## src/design/sbpe_pkg.sv

```systemverilog
// ----------------------------------------------------------------------------
// Servo bus packet engine package
// Shared beat types, phase type, codes and constants.
// ----------------------------------------------------------------------------
package sbpe_pkg;

  localparam logic [1:0] OP_TX   = 2'd0;
  localparam logic [1:0] OP_RX   = 2'd1;
  localparam logic [1:0] OP_TICK = 2'd2;

  localparam logic [1:0] KIND_TX     = 2'd0;
  localparam logic [1:0] KIND_RX     = 2'd1;
  localparam logic [1:0] KIND_STATUS = 2'd2;

  localparam logic [1:0] ST_OK         = 2'd0;
  localparam logic [1:0] ST_HDR_TMO    = 2'd1;
  localparam logic [1:0] ST_REPLY_TMO  = 2'd2;

  localparam logic [7:0]  HDR_BYTE      = 8'hFF;
  localparam logic [7:0]  BCAST_ID      = 8'hFE;
  localparam logic [15:0] TIMEOUT_RESET = 16'd50;

  typedef enum logic [1:0] {
    PH_IDLE   = 2'd0,
    PH_SEND   = 2'd1,
    PH_HEADER = 2'd2,
    PH_REPLY  = 2'd3
  } phase_t;

  typedef struct packed {
    logic [1:0] op;
    logic [7:0] byte_in;
    logic       final_byte;
    logic [7:0] reply_count;
  } in_t;

  typedef struct packed {
    logic [1:0] kind;
    logic [7:0] byte_out;
    logic [1:0] status;
    logic       receive_dir;
    logic       last;
  } out_t;

  typedef struct packed {
    logic [1:0]     cnt;
    out_t [2:0]     res;
  } burst_t;

  function automatic out_t mk_res(logic [1:0] kind, logic [7:0] b, logic [1:0] st,
                                  logic dir);
    out_t r;
    r.kind        = kind;
    r.byte_out    = b;
    r.status      = st;
    r.receive_dir = dir;
    r.last        = 1'b0;
    return r;
  endfunction

endpackage

```

## src/design/sbpe_in_reg.sv

```systemverilog
// ----------------------------------------------------------------------------
// Servo bus packet engine input register
// Holds one input beat until the step unit takes it.
// ----------------------------------------------------------------------------
module sbpe_in_reg
  import sbpe_pkg::*;
(
  input  logic clk,
  input  logic rst_n,
  input  logic in_valid,
  output logic in_stall,
  input  in_t  in_data,
  input  logic fire,
  output logic item_valid,
  output in_t  item
);

  logic valid_r, valid_nxt;
  in_t  data_r;
  logic load;

  assign in_stall   = valid_r && !fire;
  assign load       = in_valid && !in_stall;
  assign item_valid = valid_r;
  assign item       = data_r;

  always_comb begin
    valid_nxt = valid_r;
    if (load) begin
      valid_nxt = 1'b1;
    end else if (fire) begin
      valid_nxt = 1'b0;
    end
  end

  always_ff @(posedge clk) begin
    if (!rst_n) begin
      valid_r <= 1'b0;
    end else begin
      valid_r <= valid_nxt;
    end
  end

  always_ff @(posedge clk) begin
    if (load) begin
      data_r <= in_data;
    end
  end

endmodule

```

## src/design/sbpe_step.sv

```systemverilog
// ----------------------------------------------------------------------------
// Servo bus packet engine step unit
// Holds the transaction state and turns one item into up to three results.
// ----------------------------------------------------------------------------
module sbpe_step
  import sbpe_pkg::*;
(
  input  logic        clk,
  input  logic        rst_n,
  input  logic        cfg_we,
  input  logic [15:0] cfg_wdata,
  input  logic        fire,
  input  in_t         item,
  output burst_t      burst
);

  phase_t      phase_r, phase_nxt;
  logic [7:0]  sum_r, sum_nxt;
  logic        bcast_r, bcast_nxt;
  logic [1:0]  hseen_r, hseen_nxt;
  logic [7:0]  left_r, left_nxt;
  logic [15:0] tick_r, tick_nxt;
  logic        line_rx_r, line_rx_nxt;
  logic [15:0] timeout_r;

  logic [7:0]  sum_add;
  logic [1:0]  hseen_inc;
  logic [7:0]  left_dec;
  logic [1:0]  nres;
  out_t [2:0]  res;

  assign sum_add   = sum_r + item.byte_in;
  assign hseen_inc = hseen_r + 2'd1;
  assign left_dec  = (left_r != 8'd0) ? left_r - 8'd1 : 8'd0;

  always_comb begin
    phase_nxt   = phase_r;
    sum_nxt     = sum_r;
    bcast_nxt   = bcast_r;
    hseen_nxt   = hseen_r;
    left_nxt    = left_r;
    tick_nxt    = tick_r;
    line_rx_nxt = line_rx_r;
    nres        = 2'd0;
    res         = '0;
    unique case (item.op)
      OP_TX: begin
        if (phase_r == PH_IDLE) begin
          line_rx_nxt = 1'b0;
          res[0]      = mk_res(KIND_TX, HDR_BYTE, ST_OK, 1'b0);
          res[1]      = mk_res(KIND_TX, HDR_BYTE, ST_OK, 1'b0);
          res[2]      = mk_res(KIND_TX, item.byte_in, ST_OK, 1'b0);
          nres        = 2'd3;
          sum_nxt     = item.byte_in;
          bcast_nxt   = (item.byte_in == BCAST_ID);
          phase_nxt   = PH_SEND;
        end else if (phase_r == PH_SEND) begin
          res[0]  = mk_res(KIND_TX, item.byte_in, ST_OK, line_rx_r);
          nres    = 2'd1;
          sum_nxt = sum_add;
          if (item.final_byte) begin
            line_rx_nxt = 1'b1;
            res[1]      = mk_res(KIND_TX, ~sum_add, ST_OK, 1'b1);
            nres        = 2'd2;
            if (bcast_r) begin
              res[2]    = mk_res(KIND_STATUS, 8'd0, ST_OK, 1'b1);
              nres      = 2'd3;
              phase_nxt = PH_IDLE;
            end else begin
              phase_nxt = PH_HEADER;
              hseen_nxt = 2'd0;
              tick_nxt  = 16'd0;
              left_nxt  = item.reply_count;
            end
          end
        end
      end
      OP_RX: begin
        if (phase_r == PH_HEADER) begin
          if (item.byte_in == HDR_BYTE) begin
            hseen_nxt = hseen_inc;
            if (hseen_inc[1]) begin
              phase_nxt = PH_REPLY;
              tick_nxt  = 16'd0;
              if (left_r == 8'd0) begin
                res[0]    = mk_res(KIND_STATUS, 8'd0, ST_OK, line_rx_r);
                nres      = 2'd1;
                phase_nxt = PH_IDLE;
              end
            end
          end
        end else if (phase_r == PH_REPLY) begin
          res[0]   = mk_res(KIND_RX, item.byte_in, ST_OK, line_rx_r);
          nres     = 2'd1;
          left_nxt = left_dec;
          if (left_dec == 8'd0) begin
            res[1]    = mk_res(KIND_STATUS, 8'd0, ST_OK, line_rx_r);
            nres      = 2'd2;
            phase_nxt = PH_IDLE;
          end
        end
      end
      OP_TICK: begin
        if (phase_r == PH_HEADER || phase_r == PH_REPLY) begin
          if (tick_r >= timeout_r) begin
            res[0]    = mk_res(KIND_STATUS, 8'd0,
                               (phase_r == PH_HEADER) ? ST_HDR_TMO : ST_REPLY_TMO,
                               line_rx_r);
            nres      = 2'd1;
            phase_nxt = PH_IDLE;
          end else begin
            tick_nxt = tick_r + 16'd1;
          end
        end
      end
      default: begin
      end
    endcase
    case (nres)
      2'd1:    res[0].last = 1'b1;
      2'd2:    res[1].last = 1'b1;
      2'd3:    res[2].last = 1'b1;
      default: begin
      end
    endcase
  end

  assign burst.cnt = nres;
  assign burst.res = res;

  always_ff @(posedge clk) begin
    if (!rst_n) begin
      phase_r   <= PH_IDLE;
      sum_r     <= 8'd0;
      bcast_r   <= 1'b0;
      hseen_r   <= 2'd0;
      left_r    <= 8'd0;
      tick_r    <= 16'd0;
      line_rx_r <= 1'b1;
    end else if (fire) begin
      phase_r   <= phase_nxt;
      sum_r     <= sum_nxt;
      bcast_r   <= bcast_nxt;
      hseen_r   <= hseen_nxt;
      left_r    <= left_nxt;
      tick_r    <= tick_nxt;
      line_rx_r <= line_rx_nxt;
    end
  end

  always_ff @(posedge clk) begin
    if (!rst_n) begin
      timeout_r <= TIMEOUT_RESET;
    end else if (cfg_we) begin
      timeout_r <= cfg_wdata;
    end
  end

endmodule

```

## src/design/sbpe_out_ser.sv

```systemverilog
// ----------------------------------------------------------------------------
// Servo bus packet engine output serializer
// Holds the results of one item and sends them one beat at a time.
// ----------------------------------------------------------------------------
module sbpe_out_ser
  import sbpe_pkg::*;
(
  input  logic   clk,
  input  logic   rst_n,
  input  logic   load,
  input  burst_t burst,
  output logic   free,
  output logic   out_valid,
  input  logic   out_stall,
  output out_t   out_data
);

  logic [1:0] cnt_r, cnt_nxt;
  out_t [2:0] slot_r;
  logic       take;

  assign out_valid = (cnt_r != 2'd0);
  assign take      = out_valid && !out_stall;
  assign free      = (cnt_r == 2'd0) || (cnt_r == 2'd1 && take);
  assign out_data  = slot_r[0];

  always_comb begin
    cnt_nxt = cnt_r;
    if (load) begin
      cnt_nxt = burst.cnt;
    end else if (take) begin
      cnt_nxt = cnt_r - 2'd1;
    end
  end

  always_ff @(posedge clk) begin
    if (!rst_n) begin
      cnt_r <= 2'd0;
    end else begin
      cnt_r <= cnt_nxt;
    end
  end

  always_ff @(posedge clk) begin
    if (load) begin
      slot_r <= burst.res;
    end else if (take) begin
      slot_r[0] <= slot_r[1];
      slot_r[1] <= slot_r[2];
    end
  end

endmodule

```

## src/design/servo_bus_packet_engine.sv

```systemverilog
// ----------------------------------------------------------------------------
// Servo bus packet engine
// Frames outgoing servo packets and collects the reply on a half-duplex bus.
// ----------------------------------------------------------------------------
// The input channel carries one beat per event: a packet byte to send, a byte
// received from the bus, or a timer tick. The output channel carries bytes to
// transmit, reply bytes received and one status beat per transaction, with
// last set on the final beat caused by each input beat. The cfg port sets the
// per-phase tick limit.
// An accepted beat is registered and processed once the serializer is free.
// Its first result is valid in the cycle after that processing cycle. An
// input beat is taken every cycle while each causes at most one result and
// the output is not stalled; a beat with several results holds the output
// until all are taken, so a first byte or a final byte holds back the next.
// The three-entry output serializer sets that rate.
// Reset returns the engine to idle with the line in receive direction and
// the tick limit at 50. A stall on the output holds the current beat; once
// the serializer and input register are full, in_stall rises.
// ----------------------------------------------------------------------------
module servo_bus_packet_engine
  import sbpe_pkg::*;
(
  input  logic        clk,
  input  logic        rst_n,
  input  logic        in_valid,
  output logic        in_stall,
  input  in_t         in_data,
  output logic        out_valid,
  input  logic        out_stall,
  output out_t        out_data,
  input  logic        cfg_we,
  input  logic [15:0] cfg_wdata
);

  logic   item_valid;
  in_t    item;
  logic   ser_free;
  logic   fire;
  burst_t burst;

  assign fire = item_valid && ser_free;

  sbpe_in_reg u_in_reg (
    .clk        (clk),
    .rst_n      (rst_n),
    .in_valid   (in_valid),
    .in_stall   (in_stall),
    .in_data    (in_data),
    .fire       (fire),
    .item_valid (item_valid),
    .item       (item)
  );

  sbpe_step u_step (
    .clk       (clk),
    .rst_n     (rst_n),
    .cfg_we    (cfg_we),
    .cfg_wdata (cfg_wdata),
    .fire      (fire),
    .item      (item),
    .burst     (burst)
  );

  sbpe_out_ser u_out_ser (
    .clk       (clk),
    .rst_n     (rst_n),
    .load      (fire),
    .burst     (burst),
    .free      (ser_free),
    .out_valid (out_valid),
    .out_stall (out_stall),
    .out_data  (out_data)
  );

  // A processed item with results shows its first beat in the next cycle.
  a_burst_shown: assert property (@(posedge clk) disable iff (!rst_n)
    fire && burst.cnt != 2'd0 |=> out_valid)
    else $error("results of a processed item were not presented");

  // Status beats carry no byte and always leave the line receiving.
  a_status_shape: assert property (@(posedge clk) disable iff (!rst_n)
    out_valid && out_data.kind == KIND_STATUS |->
      out_data.byte_out == 8'd0 && out_data.receive_dir)
    else $error("malformed status beat");

  // An accepted input beat is held in the input register next cycle.
  a_item_held: assert property (@(posedge clk) disable iff (!rst_n)
    in_valid && !in_stall |=> item_valid)
    else $error("accepted input beat was lost");

  // A status beat always ends the results of its item.
  a_status_last: assert property (@(posedge clk) disable iff (!rst_n)
    out_valid && out_data.kind == KIND_STATUS |-> out_data.last)
    else $error("status beat not marked last");

endmodule
```

## config.mk

```make
export PLATFORM = sky130hd
export DESIGN_NAME = servo_bus_packet_engine
export DESIGN_NICKNAME = d
export VERILOG_FILES = /design/src/design/sbpe_pkg.sv /design/src/design/sbpe_in_reg.sv /design/src/design/sbpe_step.sv /design/src/design/sbpe_out_ser.sv /design/src/design/servo_bus_packet_engine.sv
export SDC_FILE = /design/constraint.sdc
export NUM_CORES = 1
export LEC_CHECK = 0
export ABC_CLOCK_PERIOD_IN_PS = 4400
export BUFFER_PORTS_ARGS = -buffer_cell sky130_fd_sc_hd__buf_4
export CAP_MARGIN = 20
export CORE_UTILIZATION = 60
export CTS_CLUSTER_DIAMETER = 30
export DETAILED_ROUTE_END_ITERATION = 8
export PLACE_DENSITY = 0.81
export SYNTH_ARGS = -nofsm -noshare
export SYNTH_HDL_FRONTEND = slang
export SYNTH_SLANG_ARGS = --single-unit
```

## constraint.sdc

```tcl
create_clock -name clk -period 4.4 [get_ports clk]
set_input_delay 0.22 -clock clk [delete_from_list [all_inputs] [get_ports clk]]
set_output_delay 0.22 -clock clk [all_outputs]
set_load 0.01 [all_outputs]
```

Word-level counts from Yosys, hierarchy flattened
Index checks and enable logic that the tools add are counted.

operators by class
  $add $sub $neg = 5
  equal/unequal tests = 29
  bitwise gates (word level) = 4
  muxes and demuxes = 81
  reductions and logical operators = 31
  $lt $le $gt $ge = 1

operator list
  cell                     count
  $mux W16                 9
  $mux W14                 9
  $mux W28                 3
  $mux W40                 2
  $mux W8                  9
  $mux W2                  30
  $pmux W16 S3             1
  $pmux W14 S3             1
  $pmux W14 S2             1
  $mux W26                 1
  $add A16 B1 Y16 const B  1
  $eq A8 B8 Y1 const B     2
  $ge A16 B16 Y1           1
  $logic_not A8 Y1         2
  $pmux W8 S2              1
  $reduce_and A8 Y1        2
  $ne A2 B1 Y1 const B     7
  $pmux W2 S3              2
  $reduce_bool A2 Y1       6
  $mux W1                  11
  $reduce_and A11 Y1       1
  $eq A2 B2 Y1 const B     5
  $ne A2 B2 Y1 const B     5
  $reduce_and A10 Y1       1
  20 further kinds         38

word-level totals
  bits of input ports = 40
  register bits = 118
  output and inout port bits = 16
  word-level logic and storage cells = 180

Longest topological paths before layout
  word-level depth = 10
  depth in mapped cells = 10
  gate-level depth less buffers = 9

Hierarchy
From an unflattened synthesis, not the netlist that was laid out.

unflattened totals
  cells, all modules = 648
  area total of the unflattened synthesis = 6478.7 µm²

by module, submodules not included
  module                   sequential area each (µm²)  instances  cells each  area each (µm²)
  sbpe_step                1081.0                      1          518         4013.8
  sbpe_out_ser             1301.2                      1          106         1840.5
  sbpe_in_reg              590.6                       1          23          618.1
  servo_bus_packet_engine  0.0                         1          1           6.3

Least setup slack after synthesis
Ideal clock, no wire load.

  kind = register -> register
  start = register u_out_ser.cnt_r[0]
  end = register u_out_ser.cnt_r[1]
  clock period less this slack = 2919 ps
  data arrival time = 2798 ps
  buffers on the path = 0
  slack = 1481 ps
  data required time = 4279 ps
  cell stages (with the launch flop) = 7
  library setup time = 121 ps
  cell sequence = dfxtp_1 -> inv_1 -> ha_1 -> inv_1 -> mux2i_1 -> o21ai_0 -> o221a_2

between the ends
  cells in the longest elaborated chain, start to end = 6
  elaborated cells between the ends (all ways) = 11
  classes of those cells = add/sub: 1; eq/ne: 1; mux: 2; reduce/logical: 7

ends and longest elaborated chain
  element                                        line                           text
  from (decl)                                    sbpe_out_ser.sv:18             logic [1:0] cnt_r, cnt_nxt;
  from (signal assigned)                         sbpe_out_ser.sv:40             cnt_r <= cnt_nxt;
  $reduce_bool A2 Y1 (*)                         sbpe_out_ser.sv:22             assign out_valid = (cnt_r != 2'd0);
  net out_valid                                  servo_bus_packet_engine.sv:28  output logic out_valid,
  $logic_and A1 B1 Y1 (*)                        sbpe_out_ser.sv:23             assign take = out_valid && !out_stall;
  $logic_and A1 B1 Y1                            sbpe_out_ser.sv:24             assign free = (cnt_r == 2'd0) || (cnt_r == 2'd1 && take);
  $logic_or A1 B1 Y1                             sbpe_out_ser.sv:24
  $logic_and A1 B1 Y1                            servo_bus_packet_engine.sv:41  assign fire = item_valid && ser_free;
  $mux W2 or $reduce_bool A2 Y1 (tied branches)  n/a

Mark *: on every way through the listed nets, which the timed path passes. The rest lies on a longest branch. The select of a mux whose other input is x is not followed.
A chain may end at the register's enable or synchronous reset.

Worst setup path in the final report
  start = register u_step.phase_r[1]
  end = register u_step.tick_r[11]

between the ends
  cells in the longest elaborated chain, start to end = 4
  elaborated cells between the ends (all ways) = 10
  classes of those cells = eq/ne: 7; reduce/logical: 3

ends and longest elaborated chain
  element                           line                               text
  from (decl)                       sbpe_step.sv:17                    phase_t phase_r, phase_nxt;
  from (signal assigned)            sbpe_step.sv:141                   phase_r <= phase_nxt;
  $eq A2 B2 Y1 (on tied branches)   sbpe_step.sv:79, sbpe_step.sv:104
  $logic_or A1 B1 Y1                sbpe_step.sv:104                   if (phase_r == PH_HEADER || phase_r == PH_REPLY) begin
  $ne A2 B1 Y1 (no line)            n/a
  $reduce_and A11 Y1 (no line) (*)  n/a
  to (signal assigned)              sbpe_step.sv:146                   tick_r <= tick_nxt;
  to (decl)                         sbpe_step.sv:22                    logic [15:0] tick_r, tick_nxt;

Every way passes the cells marked *; elsewhere a longest branch is shown, timed or not.

==> results.txt <==
- Async SR Flop Fraction: 0%
- Of the post-synthesis cell area, the dominant cell type holds 27.3%.
* Hold Slack: 24.7 ps
- Setup violation total in the final timing report: 0
- Area of the core: 9420 um2
- After the first detailed-routing iteration, the DRC count stood at 383.
* Global-route wire length before repair: 21.6 mm
- Detailed-routing wirelength on met1: 6.41 mm
* Number of pins with negative max-slew slack in the final report: 0
- STA classifies the critical path startpoint as a register.
- Static timing analysis puts the maximum clock frequency at 321 MHz.
* Storage cell area: 2760 um2
* Cell accounting for the most synthesized area: sky130_fd_sc_hd__edfxtp_1
- Wire length on met2: 5.99 mm
- Dividing total power by cell area gives a power density of 350 nW/um2.
- By area the synthesized netlist is led by sky130_fd_sc_hd__edfxtp_1 27%, sky130_fd_sc_hd__dfxtp_1 19%, sky130_fd_sc_hd__ha_1 6.5%.
- Detailed-routing iteration count for the pre-antenna-repair pass: 5
- Filler instances: 712
* Stage delay of the slowest cell on the critical path: 720 ps
- The tool flagged a number of max-cap violations equal to 0.
- Initial Utilization: 63.1%
- Type of the worst setup path: register to register
- After global routing the overflow that remains totals 0.
- The worst-case IR drop observed on VDD is 260 uV.
* Maximum buffer depth of the clock tree: 2
- The path class of the tightest hold or removal check is primary input to register.
- Setup total negative slack on the finished layout was measured at 0 ps.
- The critical path goes through inv_1 -> o41ai_2 -> nand4b_1 -> or4_1 -> or4_1 -> nand2_1.
- Share of the yosys chip area belonging to registers: 46.5%
- Post-layout net count: 731
* Worst min-delay path startpoint: in_data[1]
- Commonest cells after routing, fill and taps aside: 63 x sky130_fd_sc_hd__buf_4, 59 x sky130_fd_sc_hd__nand2_1, 57 x sky130_fd_sc_hd__dfxtp_1
- RD Place Congestion: 0.886
* Via/cell ratio: 6.07
- Max layer used: met4
* Final hold violation count: 0
* Number of standard cells in the layout, taps in and fillers out: 793
- Synthesis instantiated 61 different standard cells from the library.
- The die is 102 um tall.
- The die covers 10300 um2.
* Site row count: 35
- Counting the buffers created by CTS gives 9.
* TritonCTS clock tree: yes
* Layout overhead on the synthesized area: 11.4%
- After detailed routing, the met3 layer carries 885 um of wire.
- Transition time at the pin with the least slew margin: 987 ps
- The multi-input combinational cells in the finished layout cover a total of 2820 um2.
- Required time worst endpoint: 4720 ps
- Clock latency on the worst-skew pair, taken at its later pin, is 370 ps.
- Final WL: 13.4 mm
- After clock tree synthesis, the clock-pin slew on the worst setup and hold paths is 100 ps.
- Post-route ant nets: 0
* Total placed cells including tap cells: 768
- The average instance in the mapped netlist occupies 9.57 um2.
- Flip-flop and latch count after synthesis: 111
* Most numerous cell on the critical path: sky130_fd_sc_hd__or4_1
- Number of levels in the clock H-tree: 3
- Worst path slowest cell: sky130_fd_sc_hd__or4_1
- Static leakage: 2.72 nW
* Reg2Reg Launch Point: u_step.phase_r[1]
- Unrepaired setup endpoints after global routing: false
* Number of top-level pins: 56
- For this run, the total global-route usage over all layers was measured as 27.3%.
- Synthesis produced a netlist with a net count of 693.
* Core utilization of the finished layout: 70.3%
- Entering global routing, the biggest net connects 50 pins.
- Max FO, Critical Path: 16
* Port Buffer Count: 55
- CTS sink cnt: 111
- Measured against its own limit, the worst slew margin works out to 33.9%.
- The repair_antennas step left the layout with diodes totalling 0.
- Post-route minimum period: 3120 ps
- The run finished with clean final reports.
- In the synthesized netlist the dominant register cell turns out to be sky130_fd_sc_hd__dfxtp_1.
- Library cell used as clock root buffer: sky130_fd_sc_hd__clkbuf_8
* Number of antenna violations at the first check in global routing: 0
- Launching element of the worst setup path: u_step.phase_r[1]
- The die is 102 um wide.
- Number of enable-type register cells in the synthesized netlist: 54
* Area of the mapped netlist: 5940 um2
- Setup skew after layout: 14.1 ps
- Total via count after detailed routing: 4816
- Final period util: 70.8%
- Detailed placement ended at an HPWL of 9.78 mm.
- Data arrival time of the worst path: 3440 ps
- The worst setup path is captured at a register.
- DR WL/cell: 16.9 um
- The number of global-route vias before repair was 4386.
* Post-route DRC violation count: 0
- The post-route netlist has 13.1% of its cells at a drive strength greater than 1.
- During synthesis, Yosys emitted a total of 0 warnings.
- Most common cell after layout, fill and taps aside: sky130_fd_sc_hd__buf_4
* Cell count after synthesis: 621
- Buffer count from post-CTS setup fixing: 0
==> through the flow <==
step | worst slack (ps) | total power [W] | instance area [um2]
after floorplan | 1480 | 0.00163 | 5940
after global placement | 1480 | 0.00175 | 6360
after detailed placement | 1390 | 0.00177 | 6360
after CTS | 1350 | 0.00232 | 6530
after global routing | 1110 | 0.00243 | 6620
final | 1280 | 0.00231 | 6620
==> sequential cells by signal (all words and copies together), names as in the netlist <==
register	cells
u_step.phase_r	2
u_out_ser.slot_r	21
u_out_ser.cnt_r	2
u_in_reg.item	19
u_step.sum_r	8
u_step.left_r	8
u_in_reg.item_valid	1
u_step.line_rx_r	1
u_out_ser.out_data	14
u_step.timeout_r	16
u_step.hseen_r	2
u_step.tick_r	16
u_step.bcast_r	1
==> synthesized netlist by cell type (3+ instances only) <==
| cell | count |
|---|---|
| sky130_fd_sc_hd__or3_1 | 5 |
| sky130_fd_sc_hd__nand3_1 | 21 |
| sky130_fd_sc_hd__dfxtp_1 | 57 |
| sky130_fd_sc_hd__o21ai_0 | 44 |
| sky130_fd_sc_hd__nor3_1 | 17 |
| sky130_fd_sc_hd__clkbuf_1 | 27 |
| sky130_fd_sc_hd__nand2b_1 | 11 |
| sky130_fd_sc_hd__nand2_1 | 59 |
| sky130_fd_sc_hd__nor2b_1 | 24 |
| sky130_fd_sc_hd__xnor2_1 | 5 |
| sky130_fd_sc_hd__o41ai_1 | 6 |
| sky130_fd_sc_hd__buf_4 | 15 |
| sky130_fd_sc_hd__and2_1 | 3 |
| sky130_fd_sc_hd__a21boi_0 | 4 |
| sky130_fd_sc_hd__or4_1 | 11 |
| sky130_fd_sc_hd__a22o_1 | 5 |
| sky130_fd_sc_hd__ha_1 | 31 |
| sky130_fd_sc_hd__a31oi_1 | 6 |
| sky130_fd_sc_hd__nor2_1 | 27 |
| sky130_fd_sc_hd__edfxtp_1 | 54 |
| sky130_fd_sc_hd__nand4_1 | 15 |
| sky130_fd_sc_hd__mux2i_1 | 19 |
| sky130_fd_sc_hd__nor4_1 | 3 |
| sky130_fd_sc_hd__nand3b_1 | 3 |
| sky130_fd_sc_hd__o311ai_0 | 5 |
| sky130_fd_sc_hd__and3_1 | 14 |
| sky130_fd_sc_hd__o221ai_1 | 5 |
| sky130_fd_sc_hd__o211a_1 | 7 |
| sky130_fd_sc_hd__inv_1 | 39 |
| sky130_fd_sc_hd__a21oi_1 | 30 |
| sky130_fd_sc_hd__o211ai_1 | 9 |
| sky130_fd_sc_hd__a221oi_1 | 3 |
==> worst paths after layout <==
check / end / slack, ps / depth (start not counted)
setup reg to reg: u_step.tick_r[11] / 1280 / 6
hold / removal: u_in_reg.item[1] / 20 / 1
setup / recovery: u_step.tick_r[11] / 1280 / 6
hold reg to reg: u_step.timeout_r[5] / 500 / 2
==> critical path: cells and delay by family (launching register included) <==
kind            cells  cell delay (ps)
simple gates        4             1740
compound gates      1              440
buf+inv             1              210
flops               1              660
==> area by class of cell <==
type / count / share of cell area (%)
Clock buffer: 11 / 2.14
Clock inverter: 5 / 0.510
Inverter: 40 / 2.27
Multi-Input combinational cell: 426 / 42.6
Sequential cell: 111 / 41.7
Tap cell: 129 / 2.44
Timing Repair Buffer: 71 / 8.35
==> repair_timing <==
action                    4_1_cts  5_1_grt
resized for setup               0        0
hold endpoints to repair        0        8
hold buffers                    0        8
==> kinds of logic after synthesis <==
group                      after synthesis  share of synthesized area (%)
AOI/OAI and AO/OA                      149                           16.9
DFF                                    111                           46.5
muxes                                   19                           3.20
buffers and inverters                   84                           6.30
and+or+nand+nor                        221                           19.5
xor gates and xnor gates                 5                          0.737
adders and majority gates               32                           6.86
==> layer usage <==
layer | GRT usage [%] | up-vias
met5 | 0 | -
met4 | 7.13 | 0
met3 | 5.11 | 14
met2 | 41.6 | 190
met1 | 40.1 | 2251
li1 | - | 2361
==> power breakdown <==
group	switching [W]	total (W)	internal, W
registers	0.0000507	0.00128	0.00122
logic	0.000280	0.000481	0.000201
clock network	0.000337	0.000558	0.000221
total	0.000668	0.00231	0.00165
(Power assumes the default switching activity.)
